`src/rtl/core/msd_pkg.sv`:
```
`timescale 1ns / 1ps
`default_nettype none
// ----------------------------------------------------------------------------
// msd_pkg
// shared widths and constants of the mqtt stream deframer
// ----------------------------------------------------------------------------
package msd_pkg;

    localparam int BYTE_W            = 8;
    localparam int TYPE_W            = 4;
    localparam int LEN_W             = 28;
    localparam int GROUP_W           = 7;
    localparam int MAX_LEN_BYTES_DEF = 4;

    localparam logic [BYTE_W-1:0] TYPE_MASK = 8'hF0;
    localparam logic [BYTE_W-1:0] LEN_MASK  = 8'h7F;
    localparam logic [BYTE_W-1:0] CONT_BIT  = 8'h80;

endpackage

`default_nettype wire

```
`src/rtl/core/msd_if.sv`:
```
`timescale 1ns / 1ps
`default_nettype none
// ----------------------------------------------------------------------------
// msd_if
// valid/ready channels of the deframer: raw stream bytes in, tagged bytes out
// ----------------------------------------------------------------------------
interface msd_byte_if
    import msd_pkg::*;
();
    logic              valid;
    logic              ready;
    logic [BYTE_W-1:0] stream_byte;

    modport source (output valid, output stream_byte, input ready);
    modport sink   (input valid, input stream_byte, output ready);
endinterface

interface msd_frame_if
    import msd_pkg::*;
();
    logic              valid;
    logic              ready;
    logic [BYTE_W-1:0] out_byte;
    logic [TYPE_W-1:0] pkt_type;
    logic              is_first;
    logic              in_header;
    logic              header_done;
    logic [LEN_W-1:0]  remaining_len;
    logic              is_last;

    modport source (output valid, output out_byte, output pkt_type, output is_first,
                    output in_header, output header_done, output remaining_len,
                    output is_last, input ready);
    modport sink   (input valid, input out_byte, input pkt_type, input is_first,
                    input in_header, input header_done, input remaining_len,
                    input is_last, output ready);
endinterface

`default_nettype wire

```
`src/rtl/core/mqtt_stream_deframer_core.sv`:
```
`timescale 1ns / 1ps
`default_nettype none
// ----------------------------------------------------------------------------
// mqtt_stream_deframer_core
// finds mqtt packet boundaries in a byte stream and tags every byte
// ----------------------------------------------------------------------------
//  channel  dir  payload                                         handshake
//  stream   in   stream_byte                                     valid/ready
//  frame    out  out_byte, pkt_type, flags, remaining_len        valid/ready
//
//  one byte per clock sustained while the frame side is ready; a byte passes the
//  input register, then the result register, with the single decode step between them.
//  reset clears the parser state; the first byte after reset is a type byte.
//  a stalled frame side holds the result register; the input register still
//  takes a new request in the cycle the result is taken.
// ----------------------------------------------------------------------------
module mqtt_stream_deframer_core
    import msd_pkg::*;
#(
    parameter int MAX_LENGTH_BYTES = MAX_LEN_BYTES_DEF
) (
    input  wire            clk,
    input  wire            rst_n,
    msd_byte_if.sink       stream,
    msd_frame_if.source    frame
);

    localparam int HP_W = $clog2(MAX_LENGTH_BYTES + 1);
    localparam logic [HP_W-1:0] HP_MAX = HP_W'(MAX_LENGTH_BYTES);

    // input register
    logic              in_valid_reg;
    logic [BYTE_W-1:0] in_byte_reg;

    // parser state
    logic [HP_W-1:0]   header_pos_reg, header_pos_next;
    logic              in_payload_reg, in_payload_next;
    logic [TYPE_W-1:0] packet_type_reg, packet_type_next;
    logic [LEN_W-1:0]  length_accum_reg, length_accum_next;
    logic [LEN_W-1:0]  payload_left_reg, payload_left_next;

    // result register
    logic              out_valid_reg;
    logic [BYTE_W-1:0] out_byte_reg;
    logic [TYPE_W-1:0] pkt_type_reg;
    logic              is_first_reg, is_first_next;
    logic              in_header_reg, in_header_next;
    logic              header_done_reg, header_done_next;
    logic [LEN_W-1:0]  remaining_len_reg;
    logic              is_last_reg, is_last_next;

    logic              advance;
    logic [4:0]        shift_amt;
    logic [LEN_W-1:0]  group_val;

    assign advance      = in_valid_reg && (!out_valid_reg || frame.ready);
    assign stream.ready = !in_valid_reg || advance;

    // length bytes k = 1..4 land at bit 7*(k-1)
    assign shift_amt = 5'((32'(header_pos_reg) - 32'd1) * 32'(GROUP_W));
    assign group_val = LEN_W'(in_byte_reg & LEN_MASK) << shift_amt;

    always_comb
    begin
        header_pos_next   = header_pos_reg;
        in_payload_next   = in_payload_reg;
        packet_type_next  = packet_type_reg;
        length_accum_next = length_accum_reg;
        payload_left_next = payload_left_reg;
        is_first_next     = 1'b0;
        in_header_next    = 1'b0;
        header_done_next  = 1'b0;
        is_last_next      = 1'b0;

        if (in_payload_reg)
        begin
            payload_left_next = payload_left_reg - LEN_W'(1);
            if (payload_left_next == '0)
            begin
                is_last_next    = 1'b1;
                in_payload_next = 1'b0;
            end
        end
        else if (header_pos_reg == '0)
        begin
            is_first_next     = 1'b1;
            in_header_next    = 1'b1;
            packet_type_next  = TYPE_W'((in_byte_reg & TYPE_MASK) >> 4);
            length_accum_next = '0;
            payload_left_next = '0;
            header_pos_next   = HP_W'(1);
        end
        else
        begin
            in_header_next = 1'b1;
            if (shift_amt < 5'(LEN_W))
            begin
                length_accum_next = length_accum_reg + group_val;
            end
            // continuation on the last allowed length byte is ignored
            if (((in_byte_reg & CONT_BIT) != '0) && (header_pos_reg < HP_MAX))
            begin
                header_pos_next = header_pos_reg + HP_W'(1);
            end
            else
            begin
                header_done_next = 1'b1;
                header_pos_next  = '0;
                if (length_accum_next == '0)
                begin
                    is_last_next = 1'b1;
                end
                else
                begin
                    payload_left_next = length_accum_next;
                    in_payload_next   = 1'b1;
                end
            end
        end
    end

    always_ff @(posedge clk or negedge rst_n)
    begin
        if (!rst_n)
        begin
            in_valid_reg     <= 1'b0;
            out_valid_reg    <= 1'b0;
            header_pos_reg   <= '0;
            in_payload_reg   <= 1'b0;
            packet_type_reg  <= '0;
            length_accum_reg <= '0;
            payload_left_reg <= '0;
        end
        else
        begin
            if (stream.ready)
            begin
                in_valid_reg <= stream.valid;
            end
            if (advance)
            begin
                out_valid_reg    <= 1'b1;
                header_pos_reg   <= header_pos_next;
                in_payload_reg   <= in_payload_next;
                packet_type_reg  <= packet_type_next;
                length_accum_reg <= length_accum_next;
                payload_left_reg <= payload_left_next;
            end
            else if (frame.ready)
            begin
                out_valid_reg <= 1'b0;
            end
        end
    end

    always_ff @(posedge clk)
    begin
        if (stream.valid && stream.ready)
        begin
            in_byte_reg <= stream.stream_byte;
        end
        if (advance)
        begin
            out_byte_reg      <= in_byte_reg;
            pkt_type_reg      <= packet_type_next;
            is_first_reg      <= is_first_next;
            in_header_reg     <= in_header_next;
            header_done_reg   <= header_done_next;
            remaining_len_reg <= length_accum_next;
            is_last_reg       <= is_last_next;
        end
    end

    assign frame.valid         = out_valid_reg;
    assign frame.out_byte      = out_byte_reg;
    assign frame.pkt_type      = pkt_type_reg;
    assign frame.is_first      = is_first_reg;
    assign frame.in_header     = in_header_reg;
    assign frame.header_done   = header_done_reg;
    assign frame.remaining_len = remaining_len_reg;
    assign frame.is_last       = is_last_reg;

    // payload counting and header parsing never overlap
    assert property (@(posedge clk) disable iff (!rst_n)
        in_payload_reg |-> (header_pos_reg == '0))
        else $error("payload counting while header open");

    assert property (@(posedge clk) disable iff (!rst_n)
        header_pos_reg <= HP_MAX)
        else $error("header position past last length byte");

    // a packet start carries no length yet
    assert property (@(posedge clk) disable iff (!rst_n)
        (out_valid_reg && is_first_reg) |->
            (in_header_reg && !header_done_reg && !is_last_reg
             && (remaining_len_reg == '0)))
        else $error("bad flags on first byte");

    // a header byte that ends the packet must also end the header
    assert property (@(posedge clk) disable iff (!rst_n)
        (out_valid_reg && is_last_reg && in_header_reg) |->
            (header_done_reg && (remaining_len_reg == '0)))
        else $error("header byte ends packet with nonzero length");

    // the payload count was loaded from a nonzero length
    assert property (@(posedge clk) disable iff (!rst_n)
        $rose(in_payload_reg) |-> (payload_left_reg != '0))
        else $error("payload started with zero count");

endmodule

`default_nettype wire

```
`src/flat_wrapper.sv`:
```
// flat-port wrapper written by rule: the top's interface ports become plain ports
module mqtt_stream_deframer_core_flat import msd_pkg::*;
#(
    parameter int MAX_LENGTH_BYTES = MAX_LEN_BYTES_DEF
)
  (clk, rst_n, stream_valid, stream_stream_byte, stream_ready, frame_valid, frame_out_byte, frame_pkt_type, frame_is_first, frame_in_header, frame_header_done, frame_remaining_len, frame_is_last, frame_ready);
  msd_byte_if stream_i ();
  msd_frame_if frame_i ();
  input  wire clk;
  input  wire rst_n;
  input wire logic [$bits(stream_i.valid)-1:0] stream_valid;
  input wire logic [$bits(stream_i.stream_byte)-1:0] stream_stream_byte;
  output wire logic [$bits(stream_i.ready)-1:0] stream_ready;
  output wire logic [$bits(frame_i.valid)-1:0] frame_valid;
  output wire logic [$bits(frame_i.out_byte)-1:0] frame_out_byte;
  output wire logic [$bits(frame_i.pkt_type)-1:0] frame_pkt_type;
  output wire logic [$bits(frame_i.is_first)-1:0] frame_is_first;
  output wire logic [$bits(frame_i.in_header)-1:0] frame_in_header;
  output wire logic [$bits(frame_i.header_done)-1:0] frame_header_done;
  output wire logic [$bits(frame_i.remaining_len)-1:0] frame_remaining_len;
  output wire logic [$bits(frame_i.is_last)-1:0] frame_is_last;
  input wire logic [$bits(frame_i.ready)-1:0] frame_ready;
  assign stream_i.valid = stream_valid;
  assign stream_i.stream_byte = stream_stream_byte;
  assign stream_ready = stream_i.ready;
  assign frame_valid = frame_i.valid;
  assign frame_out_byte = frame_i.out_byte;
  assign frame_pkt_type = frame_i.pkt_type;
  assign frame_is_first = frame_i.is_first;
  assign frame_in_header = frame_i.in_header;
  assign frame_header_done = frame_i.header_done;
  assign frame_remaining_len = frame_i.remaining_len;
  assign frame_is_last = frame_i.is_last;
  assign frame_i.ready = frame_ready;
  mqtt_stream_deframer_core #(.MAX_LENGTH_BYTES(MAX_LENGTH_BYTES)) u_core (.clk(clk), .rst_n(rst_n), .stream(stream_i), .frame(frame_i));
endmodule
```
`config.mk`:
```
export PLATFORM = sky130hd
export DESIGN_NAME = mqtt_stream_deframer_core_flat
export DESIGN_NICKNAME = d
export VERILOG_FILES = /design/src/rtl/core/msd_pkg.sv /design/src/rtl/core/msd_if.sv /design/src/rtl/core/mqtt_stream_deframer_core.sv /design/src/flat_wrapper.sv
export SDC_FILE = /design/constraint.sdc
export NUM_CORES = 1
export LEC_CHECK = 0
export BUFFER_PORTS_ARGS = -buffer_cell sky130_fd_sc_hd__buf_2
export CORE_ASPECT_RATIO = 2
export CORE_MARGIN = 2
export CORE_UTILIZATION = 62
export CTS_BUF_LIST = sky130_fd_sc_hd__clkbuf_16
export CTS_CLUSTER_DIAMETER = 100
export DETAILED_ROUTE_END_ITERATION = 16
export MAX_ROUTING_LAYER = met4
export PLACE_DENSITY = 0.82
export SYNTH_ARGS = -nofsm -noshare
export SYNTH_HDL_FRONTEND = slang
export SYNTH_SLANG_ARGS = --single-unit
```
`constraint.sdc`:
```
create_clock -name clk -period 8.4 [get_ports clk]
set_input_delay 0.84 -clock clk [delete_from_list [all_inputs] [get_ports clk]]
set_output_delay 0.84 -clock clk [all_outputs]
set_load 0.02 [all_outputs]
```
* Yosys cells after proc, flatten, opt, wreduce, memory -nomap -nowiden
Cells that the tools add are included.
** Operators by class
- Add/subtract/negate cells :: 4
- Multiply operators :: 1
- Order comparisons :: 2
- Equality and inequality tests :: 2
- Shifts and indexed selects :: 1
- Multiplexer cells :: 28
- Bitwise operators :: 1
- Reductions and logical operators :: 14
** Operators by type and width (number)
- $mux W28 :: 9
- $logic_not A28 Y1 :: 2
- $mul A32 B3 Y5 const B :: 1
- $add A28 B28 Y28 :: 1
- $shl A7 B5 Y28 :: 1
- $sub A28 B1 Y28 const B :: 1
- $mux W1 :: 15
- $mux W4 :: 2
- $mux W3 :: 2
- $ne A3 B1 Y1 const B :: 2
- $lt A5 B5 Y1 const B :: 1
- $sub A3 B1 Y4 const B :: 1
- $add A3 B1 Y3 const B :: 1
- $logic_and A1 B1 Y1 :: 3
- $logic_not A3 Y1 :: 1
- $lt A3 B3 Y1 const B :: 1
- $reduce_and A3 Y1 :: 1
- $logic_not A1 Y1 :: 2
- $logic_or A1 B1 Y1 :: 2
- $reduce_and A2 Y1 :: 1
- $reduce_bool A2 Y1 :: 1
- $reduce_or A2 Y1 :: 1
- $not A1 Y1 :: 1
** Word-level totals
- Bits in registers :: 118
- Bits of input ports :: 12
- Output and inout port bits :: 46
- Word-level logic and storage cells :: 68

* Depth between registers and ports, before layout
- Depth in word-level cells :: 12
- Depth in mapped cells :: 29
- Depth with buffers taken out :: 24

* Worst setup path after synthesis
Ideal clock, no wire load.
- Kind :: flip-flop to flip-flop
- From :: register u_core.header_pos_reg[0]
- To :: register u_core.payload_left_reg[1]
- Setup time :: 128 ps
- Data arrival time :: 6887 ps
- Required time :: 8272 ps
- Path slack :: 1385 ps
- Cell stages (with the launch flop) :: 25
- Buffers on the path :: 4
- Clock period less this slack :: 7015 ps
- Path through :: dfrtp_1 buf_2 clkbuf_1 inv_1 ha_1 xor2_2 inv_4 fa_1 fa_1 clkbuf_1 clkbuf_1 nand2_1 nor2_1 ha_1 and2_1 a221o_1 o21a_1 or2_1 or3_1 a31o_1 or4_1 or4_4 o21a_4 o21ai_4 mux2_1
** Between the ends
- Word-level cells in the longest chain between the ends :: 11
- Elaborated cells on any way between the ends :: 19
- Those cells by class :: 2 x add/sub; 1 x mul; 2 x order compare; 2 x eq/ne; 1 x shift; 7 x mux; 4 x reduce/logical
** RTL lines
- from (decl) :: RTL line mqtt_stream_deframer_core.sv:36 : logic [HP_W-1:0] header_pos_reg, header_pos_next;
- from (signal assigned) :: RTL line mqtt_stream_deframer_core.sv:143 : header_pos_reg <= header_pos_next;
- branches (longest 11 deep; another with $mul A32 B3 Y5)
- to (signal assigned) :: RTL line mqtt_stream_deframer_core.sv:147 : payload_left_reg <= payload_left_next;
- to (decl) :: RTL line mqtt_stream_deframer_core.sv:40 : logic [LEN_W-1:0] payload_left_reg, payload_left_next;
Parallel ways; which one is timed is not known. The select of a mux whose other input is x is not followed.
A chain may end at the register's enable or synchronous reset.

* Worst setup path after layout
- From :: register u_core.header_pos_reg[0]
- To :: register u_core.payload_left_reg[7]
Same word-level chain as after synthesis.

==> summary.txt <==
STA
  – Final Hold Viols: 0
  – Worst Max-Slew Pin Slew: 924 ps
  – Max Clk Rate: 133 MHz
  – Final-report max-slew violation count: 0
  – Fin worst setup slack: slightly below 900 ps
  – Min cycle time layout: between 7000 and 8000 ps
  – Period utilization: 0.895
  – Slew HR: 0.384
  – Layout Skew: 12.6 ps
  – Fin Setup TNS: 0 ps
  – Final setup fails: 0
  – Hold WS: between 400 and 500 ps
  – RSZ-0062 raised after global routing: false

Synthesis
  – Syn Std Cell Area: 0.00839 mm2
  – YS warnings: 0
  – Number of distinct library cells after synthesis: 74
  – Syn Nets: 1014
  – Syn Inst Count: 966
  – Register area share after synthesis: 0.383
  – Syn avg cell area: ~8.7 um2
  – Primary FF master, synth: dfrtp_1
  – #FFs+latches synth: approximately 120
  – Post-synth EDFFs: 52
  – Asr flop ratio synth: 0.559

Floorplanning
  – Die area: 0.0145 mm2
  – Num rows: 60
  – Initial Utilization: 0.628
  – IO Count: 58
  – Die width: 86.2 um
  – Core area: 0.0134 mm2
  – Die H: around 170 um

Status
  – Status: completed

CTS
  – Post-CTS Resized: 0
  – Clock sink total: 118
  – Clock Path Buffers: 2
  – Clk Latency, worst-skew pair: 430 ps
  – Worst-path clk slew: 60 ps
  – Post-CTS setup buffers: 0
  – CTS buffer count: 17
  – Root Buffer: clkbuf_16
  – TritonCTS clock tree: yes
  – Hold buffers post-CTS: 0
  – H-tree levels: 4

Routing
  – Initial drt markers: roughly 920
  – WL/cell: around 22 um
  – Antenna viol nets, final: 0
  – Total number of vias: 7857
  – Via density: 6.76
  – First-pass iteration count of the detailed router: 5
  – Routed Wire Length: 25.1 mm
  – DRC errors left: 0

Global route
  – Vias in the first global route: 7529
  – Global Route Usage Sum: 0.368
  – GRT overflow: 0
  – Largest net degree at the start of global routing: 67
  – Initial antenna violation count: 0
  – First-pass GRT wire length: 40.0 mm

Placed design
  – Final GP Congestion: between 0.9 and 1
  – Number of port buffers: 57
  – Detail Placement HPWL: 18.5 mm
  – Post-place setup slack: 954 ps
  – Area post-placement: 0.00874 mm2

Setup path
  – Crit path kind: flip-flop to flip-flop
  – Crit path DAT: around 8000 ps
  – CP startpoint kind: flip-flop
  – FF-to-FF setup slack: between 800 and 900 ps
  – Crit path max fanout: 19
  – Worst setup EP type: flip-flop
  – Worst EP required: 8710 ps

Layout
  – Final Instance Area: 0.00932 mm2
  – Final antenna diode count: 0
  – Nets: between 1000 and 1500
  – Share of cells above drive strength 1: 0.137
  – P&R area growth vs syn: 11.1%

Worst hold path
  – Hold/Removal Path Class: flip-flop to flip-flop

Run
  – Max-Cap Viols: 0
[cell families after synthesis]
logic type	Yosys count	share of synthesized area
AOI/OAI and AO/OA	281	0.225
xor gates and xnor gates	30	0.0363
adders and majority gates	36	0.0564
buffers and inverters	88	0.0424
DFF	118	0.383
muxes	31	0.0449
and+or+nand+nor	382	0.212
[cell type report]
type / instances / area (um2)
inverters: 22 / 85.1
well taps: 155 / 194
clock buffers: 19 / 475
flip-flops and latches: 118 / 3210
fillers: 1069 / 4050
clock inverters: 13 / 106
multi-input cells: 760 / 4820
repair buffers: 75 / 420
[critical path, stage by stage, from the launching register on]
cell and delay (ps):
dfrtp_1 320, buf_4 240, inv_1 110, ha_1 670, fa_1 530, fa_1 480
xnor2_2 300, xnor2_4 160, nand2_1 220, nor2_1 70, ha_1 210, fa_1 410
a211oi_1 400, o21ai_1 240, a41o_1 320, xor2_1 150, mux2i_1 320, o21ai_0 170
or4_1 620, or4_4 540, nor2_1 100, buf_4 200, nor2_1 60, buf_4 200
a221o_1 350
[final timing paths]
path	endpoint	cells after the start	startpoint
min in group asynchronous	u_core.payload_left_reg[4]$_DFFE_PN0P_	2	rst_n
setup / recovery	u_core.payload_left_reg[7]$_DFFE_PN0P_	24	u_core.header_pos_reg[0]$_DFFE_PN0P_
hold / removal	u_core.packet_type_reg[0]$_DFFE_PN0P_	2	u_core.packet_type_reg[0]$_DFFE_PN0P_
setup reg to reg	u_core.payload_left_reg[7]$_DFFE_PN0P_	24	u_core.header_pos_reg[0]$_DFFE_PN0P_
hold reg to reg	u_core.packet_type_reg[0]$_DFFE_PN0P_	2	u_core.packet_type_reg[0]$_DFFE_PN0P_
max in group asynchronous	u_core.payload_left_reg[18]$_DFFE_PN0P_	2	rst_n
[through the flow]
step / utilization / instances
5_1_grt: 0.697 / 1162
4_1_cts: 0.697 / 1162
2_1_floorplan: - / 966
3_3_place_gp: 0.654 / 1130
6_report: 0.697 / 1162
3_5_place_dp: 0.654 / 1130
[placed cells by master, fill, tap and decap left out, types with 6 or more instances in the layout]
cell	netlist	final
nand3_1	20	20
nand2b_1	13	13
o22ai_1	6	6
inv_1	21	20
edfxtp_1	52	52
o211ai_1	10	10
o21a_1	13	13
a211oi_1	8	8
a21o_1	10	10
clkbuf_16	0	19
dfrtp_1	66	66
xor2_1	9	9
nand4_1	17	17
buf_2	6	57
a31oi_1	13	13
nand2_1	132	132
nor2_1	97	97
buf_4	0	18
nor3_1	44	43
ha_1	33	33
mux2i_1	14	14
or4_1	10	10
o21ai_0	79	79
a22o_1	12	12
nor4_1	14	14
a21oi_1	60	60
xnor2_1	17	17
mux2_2	12	12
a221o_1	25	25
[routing by layer]
layer | vias up | routed length (um) | global-route usage
met5 | - | 0 | -
met4 | 0 | 1860 | 0.251
met3 | 120 | 1510 | 0.0473
met2 | 429 | 13100 | 0.624
met1 | 3632 | 8690 | 0.391
li1 | 3676 | - | -
[cells in the mapped netlist (5+ instances only)]
master / instances / area (um2)
a21oi_1: 60 / 300
inv_1: 21 / 78.8
o31ai_1: 5 / 37.5
clkbuf_1: 54 / 203
or4_1: 10 / 75.1
dfrtp_1: 66 / 1650
edfxtp_1: 52 / 1560
o211ai_1: 10 / 75.1
ha_1: 33 / 413
xor2_1: 9 / 78.8
and2_1: 5 / 31.3
or3_1: 5 / 31.3
nand2b_1: 13 / 81.3
a21o_1: 10 / 75.1
nand3_1: 20 / 100
o21a_1: 13 / 97.6
a221o_1: 25 / 250
a211oi_1: 8 / 60.1
buf_2: 6 / 30.0
o22ai_1: 6 / 37.5
nor4_1: 14 / 87.6
o21ai_0: 79 / 395
nor3_1: 44 / 220
nand4_1: 17 / 106
mux2i_1: 14 / 140
a31oi_1: 13 / 81.3
nand2_1: 132 / 495
xnor2_1: 17 / 149
a22o_1: 12 / 105
nor2_1: 97 / 364
mux2_2: 12 / 135
Power is not shown: default switching activity piles up to over one toggle a cycle in this logic, so the estimate is an artifact.
